## src/design/hpq_pkg.sv

```systemverilog
// Shared types, codes and helpers for the heap priority queue.
// Depends on nothing; used by the controller, the datapath and the top level.
package hpq_pkg;

   localparam int DEFAULT_CAPACITY = 64;
   localparam int DATA_W           = 32;
   localparam int COUNT_OUT_W      = 7;

   localparam logic [1:0] CMD_PUSH = 2'd0;
   localparam logic [1:0] CMD_POP  = 2'd1;
   localparam logic [1:0] CMD_PEEK = 2'd2;

   localparam logic [1:0] STATUS_OK    = 2'd0;
   localparam logic [1:0] STATUS_EMPTY = 2'd1;
   localparam logic [1:0] STATUS_FULL  = 2'd2;

   localparam logic signed [DATA_W-1:0] EMPTY_ROOT = -32'sd1;

   typedef struct packed {
      logic       set_status;
      logic [1:0] status_code;
      logic       ld_push;
      logic       dec_count;
      logic       rd_parent;
      logic       rd_last;
      logic       rd_children;
      logic       ld_last;
      logic       wr_hold;
      logic       wr_move_up;
      logic       wr_move_down;
      logic       respond;
   } hpq_cmd_type;

   typedef struct packed {
      logic count_zero;
      logic count_one;
      logic count_full;
      logic pos_zero;
      logic up_wins;
      logic leaf;
      logic stop;
   } hpq_stat_type;

   function automatic logic ranks_above(input logic signed [DATA_W-1:0] a,
                                        input logic signed [DATA_W-1:0] b,
                                        input logic min_mode);
      ranks_above = min_mode ? (a < b) : (a > b);
   endfunction

endpackage

```

## src/design/hpq_datapath.sv

```systemverilog
// Datapath of the heap priority queue: heap memory, fill count, root copy,
// moving value and position, order register and result registers. Uses hpq_pkg.
module hpq_datapath
   import hpq_pkg::*;
#(
   parameter int CAPACITY = DEFAULT_CAPACITY
) (
   input  logic                     clock,
   input  logic                     reset,
   input  hpq_cmd_type              cmd,
   output hpq_stat_type             stat,
   input  logic signed [DATA_W-1:0] req_value,
   input  logic                     csr_valid,
   output logic                     csr_ready,
   input  logic                     csr_order_mode,
   output logic                     rsp_valid,
   output logic signed [DATA_W-1:0] rsp_root_value,
   output logic [COUNT_OUT_W-1:0]   rsp_entry_count,
   output logic                     rsp_is_empty,
   output logic [1:0]               rsp_status
);

   localparam int ADDR_W  = (CAPACITY > 1) ? $clog2(CAPACITY) : 1;
   localparam int CNT_W   = $clog2(CAPACITY + 1);
   localparam int CHILD_W = ADDR_W + 2;

   logic signed [DATA_W-1:0] heap_mem_ff [CAPACITY];
   logic signed [DATA_W-1:0] rd_a_ff, rd_b_ff;
   logic signed [DATA_W-1:0] root_ff;
   logic signed [DATA_W-1:0] hold_ff, hold_in;
   logic [ADDR_W-1:0]        pos_ff, pos_in;
   logic [CNT_W-1:0]         count_ff, count_in;
   logic                     order_mode_ff;
   logic [1:0]               status_ff;

   logic                     rsp_valid_ff;
   logic signed [DATA_W-1:0] rsp_root_ff;
   logic [COUNT_OUT_W-1:0]   rsp_count_ff;
   logic                     rsp_empty_ff;
   logic [1:0]               rsp_status_ff;

   logic [ADDR_W-1:0]        parent_idx;
   logic [CHILD_W-1:0]       l_idx, r_idx, count_ext, best_idx;
   logic [ADDR_W-1:0]        addr_a, addr_b;
   logic                     rd_en, wr_en;
   logic signed [DATA_W-1:0] wr_data, best_val;
   logic                     l_wins, r_wins;
   logic [CNT_W+COUNT_OUT_W-1:0] count_wide;

   assign parent_idx = (pos_ff - ADDR_W'(1)) >> 1;
   assign l_idx      = {1'b0, pos_ff, 1'b1};
   assign r_idx      = {1'b0, pos_ff, 1'b0} + CHILD_W'(2);
   assign count_ext  = {{(CHILD_W-CNT_W){1'b0}}, count_ff};

   always_comb begin
      l_wins   = ranks_above(rd_a_ff, hold_ff, order_mode_ff);
      best_val = l_wins ? rd_a_ff : hold_ff;
      best_idx = l_wins ? l_idx : {2'b00, pos_ff};
      r_wins   = (r_idx < count_ext) && ranks_above(rd_b_ff, best_val, order_mode_ff);
      if (r_wins) begin
         best_val = rd_b_ff;
         best_idx = r_idx;
      end
   end

   always_comb begin
      stat.count_zero = (count_ff == '0);
      stat.count_one  = (count_ff == CNT_W'(1));
      stat.count_full = (count_ff == CNT_W'(CAPACITY));
      stat.pos_zero   = (pos_ff == '0);
      stat.up_wins    = ranks_above(hold_ff, rd_a_ff, order_mode_ff);
      stat.leaf       = (l_idx >= count_ext);
      stat.stop       = !l_wins && !r_wins;
   end

   always_comb begin
      addr_a = parent_idx;
      if (cmd.rd_last) begin
         addr_a = count_ff[ADDR_W-1:0];
      end else if (cmd.rd_children) begin
         addr_a = l_idx[ADDR_W-1:0];
      end
      addr_b = r_idx[ADDR_W-1:0];
      rd_en  = cmd.rd_parent | cmd.rd_last | cmd.rd_children;
   end

   always_comb begin
      wr_en    = cmd.wr_hold | cmd.wr_move_up | cmd.wr_move_down;
      wr_data  = hold_ff;
      pos_in   = pos_ff;
      hold_in  = hold_ff;
      count_in = count_ff;
      if (cmd.wr_move_up) begin
         wr_data = rd_a_ff;
         pos_in  = parent_idx;
      end else if (cmd.wr_move_down) begin
         wr_data = best_val;
         pos_in  = best_idx[ADDR_W-1:0];
      end
      if (cmd.ld_push) begin
         hold_in  = req_value;
         pos_in   = count_ff[ADDR_W-1:0];
         count_in = count_ff + CNT_W'(1);
      end
      if (cmd.dec_count) begin
         count_in = count_ff - CNT_W'(1);
      end
      if (cmd.ld_last) begin
         hold_in = rd_a_ff;
         pos_in  = '0;
      end
   end

   always_ff @(posedge clock) begin
      if (wr_en) begin
         heap_mem_ff[pos_ff] <= wr_data;
      end
      if (rd_en) begin
         rd_a_ff <= heap_mem_ff[addr_a];
         rd_b_ff <= heap_mem_ff[addr_b];
      end
   end

   always_ff @(posedge clock) begin
      if (wr_en && (pos_ff == '0)) begin
         root_ff <= wr_data;
      end
      hold_ff <= hold_in;
      pos_ff  <= pos_in;
      if (cmd.set_status) begin
         status_ff <= cmd.status_code;
      end
   end

   always_ff @(posedge clock) begin
      if (reset) begin
         count_ff      <= '0;
         order_mode_ff <= 1'b0;
      end else begin
         count_ff <= count_in;
         if (csr_valid) begin
            order_mode_ff <= csr_order_mode;
         end
      end
   end

   assign count_wide = {{COUNT_OUT_W{1'b0}}, count_ff};

   always_ff @(posedge clock) begin
      if (reset) begin
         rsp_valid_ff <= 1'b0;
      end else begin
         rsp_valid_ff <= cmd.respond;
      end
   end

   always_ff @(posedge clock) begin
      if (cmd.respond) begin
         rsp_root_ff   <= stat.count_zero ? EMPTY_ROOT : root_ff;
         rsp_count_ff  <= count_wide[COUNT_OUT_W-1:0];
         rsp_empty_ff  <= stat.count_zero;
         rsp_status_ff <= status_ff;
      end
   end

   assign csr_ready       = 1'b1;
   assign rsp_valid       = rsp_valid_ff;
   assign rsp_root_value  = rsp_root_ff;
   assign rsp_entry_count = rsp_count_ff;
   assign rsp_is_empty    = rsp_empty_ff;
   assign rsp_status      = rsp_status_ff;

`ifndef SYNTHESIS
   a_count_bound: assert property (@(posedge clock) disable iff (reset)
      count_ff <= CNT_W'(CAPACITY))
      else $error("fill count beyond capacity");

   a_full_status: assert property (@(posedge clock) disable iff (reset)
      cmd.respond && (status_ff == STATUS_FULL) |-> stat.count_full)
      else $error("full status while not full");

   a_empty_root: assert property (@(posedge clock) disable iff (reset)
      rsp_valid_ff && rsp_empty_ff |-> (rsp_root_ff == EMPTY_ROOT))
      else $error("empty beat without empty root");

   a_move_up_pos: assert property (@(posedge clock) disable iff (reset)
      cmd.wr_move_up |-> !stat.pos_zero)
      else $error("move up from the root");

   a_push_room: assert property (@(posedge clock) disable iff (reset)
      cmd.ld_push |=> !stat.count_zero)
      else $error("push left the queue empty");
`endif

endmodule

```

## src/design/hpq_controller.sv

```systemverilog
// Controller of the heap priority queue: sequences push, pop and peek
// through sift up and sift down. Uses hpq_pkg.
module hpq_controller
   import hpq_pkg::*;
(
   input  logic         clock,
   input  logic         reset,
   input  logic         start,
   input  logic [1:0]   req_command,
   output logic         busy,
   input  hpq_stat_type stat,
   output hpq_cmd_type  cmd
);

   localparam logic [2:0] ST_IDLE   = 3'd0;
   localparam logic [2:0] ST_UP_RD  = 3'd1;
   localparam logic [2:0] ST_UP_CMP = 3'd2;
   localparam logic [2:0] ST_POP_RD = 3'd3;
   localparam logic [2:0] ST_POP_LD = 3'd4;
   localparam logic [2:0] ST_DN_RD  = 3'd5;
   localparam logic [2:0] ST_DN_CMP = 3'd6;
   localparam logic [2:0] ST_RESP   = 3'd7;

   logic [2:0] state_ff, state_in;

   always_comb begin
      state_in = state_ff;
      cmd      = '0;
      case (state_ff)
         ST_IDLE: begin
            if (start) begin
               cmd.set_status  = 1'b1;
               cmd.status_code = STATUS_OK;
               case (req_command)
                  CMD_PUSH: begin
                     if (stat.count_full) begin
                        cmd.status_code = STATUS_FULL;
                        state_in        = ST_RESP;
                     end else begin
                        cmd.ld_push = 1'b1;
                        state_in    = ST_UP_RD;
                     end
                  end
                  CMD_POP: begin
                     if (stat.count_zero) begin
                        cmd.status_code = STATUS_EMPTY;
                        state_in        = ST_RESP;
                     end else begin
                        cmd.dec_count = 1'b1;
                        state_in      = stat.count_one ? ST_RESP : ST_POP_RD;
                     end
                  end
                  default: begin
                     if (stat.count_zero) begin
                        cmd.status_code = STATUS_EMPTY;
                     end
                     state_in = ST_RESP;
                  end
               endcase
            end
         end
         ST_UP_RD: begin
            if (stat.pos_zero) begin
               cmd.wr_hold = 1'b1;
               state_in    = ST_RESP;
            end else begin
               cmd.rd_parent = 1'b1;
               state_in      = ST_UP_CMP;
            end
         end
         ST_UP_CMP: begin
            if (stat.up_wins) begin
               cmd.wr_move_up = 1'b1;
               state_in       = ST_UP_RD;
            end else begin
               cmd.wr_hold = 1'b1;
               state_in    = ST_RESP;
            end
         end
         ST_POP_RD: begin
            cmd.rd_last = 1'b1;
            state_in    = ST_POP_LD;
         end
         ST_POP_LD: begin
            cmd.ld_last = 1'b1;
            state_in    = ST_DN_RD;
         end
         ST_DN_RD: begin
            if (stat.leaf) begin
               cmd.wr_hold = 1'b1;
               state_in    = ST_RESP;
            end else begin
               cmd.rd_children = 1'b1;
               state_in        = ST_DN_CMP;
            end
         end
         ST_DN_CMP: begin
            if (stat.stop) begin
               cmd.wr_hold = 1'b1;
               state_in    = ST_RESP;
            end else begin
               cmd.wr_move_down = 1'b1;
               state_in         = ST_DN_RD;
            end
         end
         ST_RESP: begin
            cmd.respond = 1'b1;
            state_in    = ST_IDLE;
         end
         default: begin
            state_in = ST_IDLE;
         end
      endcase
   end

   always_ff @(posedge clock) begin
      if (reset) begin
         state_ff <= ST_IDLE;
      end else begin
         state_ff <= state_in;
      end
   end

   assign busy = (state_ff != ST_IDLE);

endmodule

```

## src/design/heap_priority_queue.sv

```systemverilog
// Top level of the heap priority queue: controller and datapath joined by
// command and status structs. Uses hpq_pkg, hpq_controller and hpq_datapath.
//
//   channel   direction  handshake              payload
//   req_      in         start & !busy          req_command, req_value
//   rsp_      out        rsp_valid (strobe)     rsp_root_value, rsp_entry_count,
//                                               rsp_is_empty, rsp_status
//   csr_      in         csr_valid & csr_ready  csr_order_mode
//
// Peek, rejected commands and a pop that empties the queue go straight to the
// response. A push climbs and a pop sinks through the heap level by level, at
// most log2 of CAPACITY levels, each a memory read then a compare and write.
// Synchronous reset empties the queue and selects max order; no memory sweep.
// Each result beat is shown for one cycle; the receiver cannot stall it.
module heap_priority_queue
   import hpq_pkg::*;
#(
   parameter int CAPACITY = DEFAULT_CAPACITY
) (
   input  logic                     clock,
   input  logic                     reset,
   input  logic                     start,
   output logic                     busy,
   input  logic [1:0]               req_command,
   input  logic signed [DATA_W-1:0] req_value,
   output logic                     rsp_valid,
   output logic signed [DATA_W-1:0] rsp_root_value,
   output logic [COUNT_OUT_W-1:0]   rsp_entry_count,
   output logic                     rsp_is_empty,
   output logic [1:0]               rsp_status,
   input  logic                     csr_valid,
   output logic                     csr_ready,
   input  logic                     csr_order_mode
);

   hpq_cmd_type  cmd;
   hpq_stat_type stat;

   hpq_controller u_controller (
      .clock       (clock),
      .reset       (reset),
      .start       (start),
      .req_command (req_command),
      .busy        (busy),
      .stat        (stat),
      .cmd         (cmd)
   );

   hpq_datapath #(
      .CAPACITY (CAPACITY)
   ) u_datapath (
      .clock           (clock),
      .reset           (reset),
      .cmd             (cmd),
      .stat            (stat),
      .req_value       (req_value),
      .csr_valid       (csr_valid),
      .csr_ready       (csr_ready),
      .csr_order_mode  (csr_order_mode),
      .rsp_valid       (rsp_valid),
      .rsp_root_value  (rsp_root_value),
      .rsp_entry_count (rsp_entry_count),
      .rsp_is_empty    (rsp_is_empty),
      .rsp_status      (rsp_status)
   );

endmodule

```

## config.mk

```make
export PLATFORM = sky130hd
export DESIGN_NAME = heap_priority_queue
export DESIGN_NICKNAME = d
export VERILOG_FILES = /design/src/design/hpq_pkg.sv /design/src/design/hpq_datapath.sv /design/src/design/hpq_controller.sv /design/src/design/heap_priority_queue.sv
export SDC_FILE = /design/constraint.sdc
export NUM_CORES = 2
export LEC_CHECK = 0
export BUFFER_PORTS_ARGS = -buffer_cell sky130_fd_sc_hd__buf_2
export CAP_MARGIN = 20
export CORE_MARGIN = 2
export CORE_UTILIZATION = 36
export DETAILED_ROUTE_END_ITERATION = 6
export HOLD_SLACK_MARGIN = 0.08
export PLACE_DENSITY = 0.52
export SLEW_MARGIN = 10
export SYNTH_ARGS = -nofsm -noshare
export SYNTH_HDL_FRONTEND = slang
export SYNTH_HIERARCHICAL = 1
export SYNTH_SLANG_ARGS = --single-unit
```

## constraint.sdc

```tcl
create_clock -name clock -period 10 [get_ports clock]
set_clock_uncertainty 0.1 [all_clocks]
set_input_delay 2 -clock clock [delete_from_list [all_inputs] [get_ports clock]]
set_output_delay 2 -clock clock [all_outputs]
set_load 0.02 [all_outputs]
```

Yosys cells after proc, flatten, opt, wreduce, memory -nomap -nowiden
Memories as Yosys holds them, arrays and structs flattened. A register that Yosys moved wholly into a read port is not among the register bits.
Index checks and enable logic that the tools add are counted.
{ "totals": {"regBits": 126, "ram_bits": 2048, "output_inout_bits": 45, "wordCells": 111, "memories": 1} }
{ "memory_table": {"columns": ["name", "depth", "width", "rd", "rd_ports_with_merged_regs", "wr", "line_no", "rtl"], "rows": [
  ["u_datapath.heap_mem_ff", 64, 32, 2, 2, 1, "hpq_datapath.sv:27", "logic signed [DATA_W-1:0] heap_mem_ff [CAPACITY];"]
]} }
{ "classes": {"add_sub_neg": 4, "n_lt_le_gt_ge": 8, "eq_ne": 11, "mux": 55, "n_bitwise": 4, "reduce_logical": 16} }
{ "ops": {"columns": ["op", "n"], "rows": [
  ["$mux W32", 6],
  ["$gt A32 B32 Y1", 3],
  ["$lt A32 B32 Y1", 3],
  ["$mux W6", 7],
  ["$mux W1", 26],
  ["$pmux W3 S8", 1],
  ["$mux W3", 6],
  ["$mux W7", 2],
  ["$eq A3 B3 Y1 const B", 4],
  ["$mux W5", 2],
  ["$add A7 B2 Y8 const B", 1],
  ["$lt A8 B7 Y1", 1],
  ["$add A7 B1 Y7 const B", 1],
  ["$eq A7 B1 Y1 const B", 1],
  ["$eq A7 B7 Y1 const B", 1],
  ["$ge A7 B7 Y1", 1],
  ["$logic_not A7 Y1", 1],
  ["$sub A7 B1 Y7 const B", 1],
  ["$eq A3 B2 Y1 const B", 2],
  ["$logic_not A6 Y1", 1],
  ["$mux W2", 3],
  ["$pmux W3 S2", 1],
  ["$reduce_bool A3 Y1", 2],
  ["$sub A6 B1 Y6 const B", 1],
  ["12 further kinds", 20]
]} }

Depth between registers and ports, before layout
{ "depth": {"ltp_word": 14, "mapped_depth": 27, "mapped_depth_nobuf": 25} }

Hierarchy
Netlist, hierarchy kept.
{ "by_module_without_submodules": {"columns": ["module", "n_inst", "cells_each", "area_per_inst_um2", "seq_area_each_um2"], "rows": [
  ["hpq_datapath", 1, 7501, 99060.0, 66964.2],
  ["hpq_controller", 1, 40, 290.3, 60.1]
]} }

Worst setup path before layout
No wires, ideal clock.
{ "synth_path": {"path_type": "register to register", "startpoint": "reg u_datapath.rd_a_ff[14] (read register of u_datapath.heap_mem_ff)", "endpoint": "mem u_datapath.heap_mem_ff[0][1], data pin", "setup_ns": 0.709, "t_arrival_ns": 7.954, "required_time_ns": 9.191, "path_slack_ns": 1.236, "path_stages_with_launch": 24, "n_path_buf": 2, "synth_period_minus_slack_ns": 8.764, "path_cell_list": "edfxtp_1 > inv_1 > ha_1 > a21oi_1 > nand2_1 > a221o_1 > o31a_1 > o31ai_4 > mux2i_4 > buf_6 > mux2i_1 > ha_1 > a21oi_1 > nand2_1 > a221o_1 > or3_1 > a21oi_2 > mux2i_1 > nor3_4 > nand2b_1 > nor2_1 > nand2_1 > clkbuf_1 > o21ai_0"} }
{ "synth_rtl": {"columns": ["item", "line_no", "rtl"], "rows": [
  ["from (decl)", "hpq_datapath.sv:28", "logic signed [DATA_W-1:0] rd_a_ff, rd_b_ff;"],
  ["to (decl)", "hpq_datapath.sv:27", null]
]} }

==> results.py <==
metrics = {
    "outcome": {
        "run_status": "completed",
    },
    "logic_synthesis": {
        "synth_edf_count": 2220,
        "synth_xor_xnor_area_share": 0.001322,
        "avgSynthCellArea_um2": 13.17,
        "synth_cell_types": 68,
        "ys_ff_latch": 2238,
        "synth_fp_nets": 7663,
        "yosysWarningCount": 6,
        "synth-simple-area-share": 0.1401,
        "synth_top_family_by_area": "simple AND/OR/NAND/NOR gates",
        "synth_mux_area_frac": 0.08075,
        "ys_async_sr_fraction": 0,
        "synth_flop_cell": "edfxtp_1",
        "synth_compound_gate_area_share": 0.06740,
        "ys_seq_area_frac": 0.6746,
        "synthCells": 7541,
        "synthAdderAreaFrac": 0.01045,
        "netlist_area_um2": 99350,
    },
    "clock_network": {
        "ctsHoldBuffers": 0,
        "clk_latency_ns": 0.89,
        "postCtsResizedCells": 0,
        "clkTransAtPathRegs_ns": 0.06,
        "root_buffer": "clkbuf_16",
        "clkSinkCount": 2238,
        "numCtsBuffers": 235,
        "post_cts_buffers": 0,
        "h-tree-depth": 4,
        "cts_buffer_depth": 3,
        "cts_tree": "done",
    },
    "sta": {
        "fin_crit_ns": 8.919,
        "whs_ns": 0.3191,
        "slew_violations": 0,
        "fmax_mhz": 112.1,
        "rsz0062_at_grt": "no",
        "tightest_slew_ns": 1.249,
        "slew-limit-headroom": 0.1623,
        "period_share": 0.8919,
        "setup_tns_ns": 0,
        "hold_violations": 0,
        "setup_violations": 0,
    },
    "routing": {
        "viasPerCell": 5.788,
        "drtIter0Drc": 8224,
        "drc": 0,
        "vias": 66290,
        "wire_per_inst_um": 28.47,
        "routed_wl_mm": 326.0,
        "ant_nets": 0,
        "drtPass1Iterations": 6,
    },
    "grt": {
        "grt_pass1_vias": 63440,
        "grt_start_max_net_pins": 134,
        "antenna_found_initial": 18,
        "grt_overflow": 0,
        "grt_pass1_wl_mm": 469.0,
        "grt_use_total": 0.2290,
    },
    "floorplanning": {
        "fp-row-count": 192,
        "initial_utilization": 0.3625,
        "io_pins": 84,
        "die_h_um": 529.3,
        "die_x_um": 529.3,
        "core_um2": 274100,
        "die_area_um2": 280200,
    },
    "layout": {
        "regArea_um2": 67030,
        "drive_above_1_share": 0.1542,
        "area_growth_syn_to_layout_pct": 14.56,
        "layoutNonFillerInstCount": 11450,
        "nets": 7680,
        "postLayoutCoreUtil": 0.4152,
        "multiInputGateArea_um2": 30830,
        "nFillCells": 24980,
    },
    "placed_design": {
        "port_buffers": 82,
        "place_congestion": 0.8703,
        "place_inst": 11000,
        "hpwl_mm": 195.5,
    },
    "worst_setup_path": {
        "slowest_stage": "nor2_4",
        "end_kind": "flip-flop",
        "path_cells": "inv_1 > ha_1 > a21oi_1 > o21ai_0 > a221o_1 > o31a_1 > o31ai_4 > mux2i_4 > buf_12 > mux2i_1 > ha_1 > and3_1 > a221o_1 > a221oi_1 > o21ai_1 > a21oi_2 > mux2i_1 > nor3_4 > nand2b_1 > nor2_1 > or3_1 > nand2_1 > nor2_4 > buf_4",
        "worst_setup_path_start_kind": "flip-flop",
        "critPathMaxStageDelay_ns": 1.06,
        "worstSetupPathType": "flip-flop to flip-flop",
        "crit_required_ns": 10.47,
        "crit_fanout": 26,
        "cp_data_arrival_time_ns": 9.39,
    },
    "min_path": {
        "holdCritPathClass": "flip-flop to flip-flop",
    },
    "run": {
        "maxCapViolCount": 0,
    },
}
## state kept, by name, indices dropped and copies added (netlist names), 2 cells and up
name,cells
u_datapath/pos_ff,6
u_datapath/count_ff,7
u_datapath/rd_a_ff,32
u_controller/state_ff,3
u_datapath/status_ff,2
u_datapath/hold_ff,32
u_datapath/rsp_root_value,32
u_datapath/heap_mem_ff,2048
u_datapath/rd_b_ff,32
u_datapath/root_ff,32
u_datapath/rsp_status,2
u_datapath/rsp_entry_count,7
## layout by cell type, fill, tap and decap left out, types with 45 or more instances in the layout
cell type / n
edfxtp_1: 2220
nand2_1: 2211
nand3_1: 532
a311oi_1: 386
mux4_2: 319
and3_1: 292
clkbuf_16: 243
buf_4: 213
a21oi_1: 188
a31oi_1: 131
a211oi_1: 99
buf_2: 82
ha_1: 82
nor2_4: 67
inv_1: 54
buf_12: 50
clkinv_2: 48
clkinv_1: 45
## worst paths after layout
kind                            cells past startpoint                      endpoint               startpoint  slack [ns]
worst min-delay path                                0      u_datapath/rsp_status[1]  u_datapath/status_ff[1]        0.32
worst max register to register                     24  u_datapath/heap_mem_ff[0][0]    u_datapath/rd_a_ff[5]        1.08
worst min register to register                      0      u_datapath/rsp_status[1]  u_datapath/status_ff[1]        0.32
worst max-delay path                               24  u_datapath/heap_mem_ff[0][0]    u_datapath/rd_a_ff[5]        1.08
## cell type report
| class | count | area share |
|---|---|---|
| Antenna cell | 4 | 0.00008794 |
| Clock buffer | 283 | 0.05492 |
| Clock inverter | 158 | 0.01557 |
| Inverter | 56 | 0.001847 |
| Multi-Input combinational cell | 4677 | 0.2708 |
| Sequential cell | 2238 | 0.5889 |
| Tap cell | 3686 | 0.04052 |
| Timing Repair Buffer | 350 | 0.02731 |
## critical path: cells and delay by family, from the launching register on
kind                       cells  cell delay (ns)
muxes                          3             1.41
adders and majority gates      2             0.60
and+or+nand+nor                7             2.97
DFF                            1             0.39
AOI/OAI and AO/OA              9             2.39
buffers and inverters          3             0.70
## metal layers
metal | vias to the layer above | routed length, um | track usage
li1 | 28620 | - | -
met1 | 33750 | 140000 | 0.3298
met2 | 3392 | 145900 | 0.3472
met3 | 511 | 30530 | 0.04701
met4 | 16 | 9511 | 0.06916
met5 | - | 109 | 0
## cell families (layout without fill, tap and decap cells)
logic type               count (synthesis)  in the layout
multiplexers                           397            397
AND/OR/NAND/NOR                       3249           3249
XOR/XNOR                                15             15
flip-flops                            2238           2238
AO/OA/AOI/OAI                          932            932
other                                    1              5
buffers and inverters                  626            847
adder cells (fa/ha/maj)                 83             83
## synth_stat cells, types with 11 or more instances
master | instances | share of area
a311oi_1 | 386 | 0.034
a21o_1 | 11 | 0.00083
nand2_1 | 2212 | 0.084
nand3_1 | 532 | 0.027
mux2_2 | 36 | 0.0041
mux2i_1 | 41 | 0.0041
a211oi_1 | 101 | 0.0076
buf_2 | 97 | 0.0049
edfxtp_1 | 2220 | 0.67
nand4_1 | 13 | 0.00082
ha_1 | 83 | 0.010
xnor2_1 | 14 | 0.0012
buf_1 | 44 | 0.0017
o21ai_1 | 34 | 0.0017
clkbuf_1 | 420 | 0.016
nand2b_1 | 40 | 0.0025
o21ai_0 | 47 | 0.0024
dfxtp_1 | 18 | 0.0036
mux4_2 | 319 | 0.072
nor3_1 | 12 | 0.00060
a31oi_1 | 131 | 0.0082
nor2_1 | 105 | 0.0040
inv_1 | 54 | 0.0020
and3_1 | 292 | 0.018
a21oi_1 | 190 | 0.0096
## per-stage QoR
stage	worst slack [ns]	instance area, um^2
final	1.081	113800
after global routing	0.5606	113800
after CTS	1.055	113800
after detailed placement	1.094	105700
after global placement	1.201	105700
after floorplan	1.236	99350
Power is not shown: default switching activity piles up to over one toggle a cycle in this logic, so the estimate is an artifact.
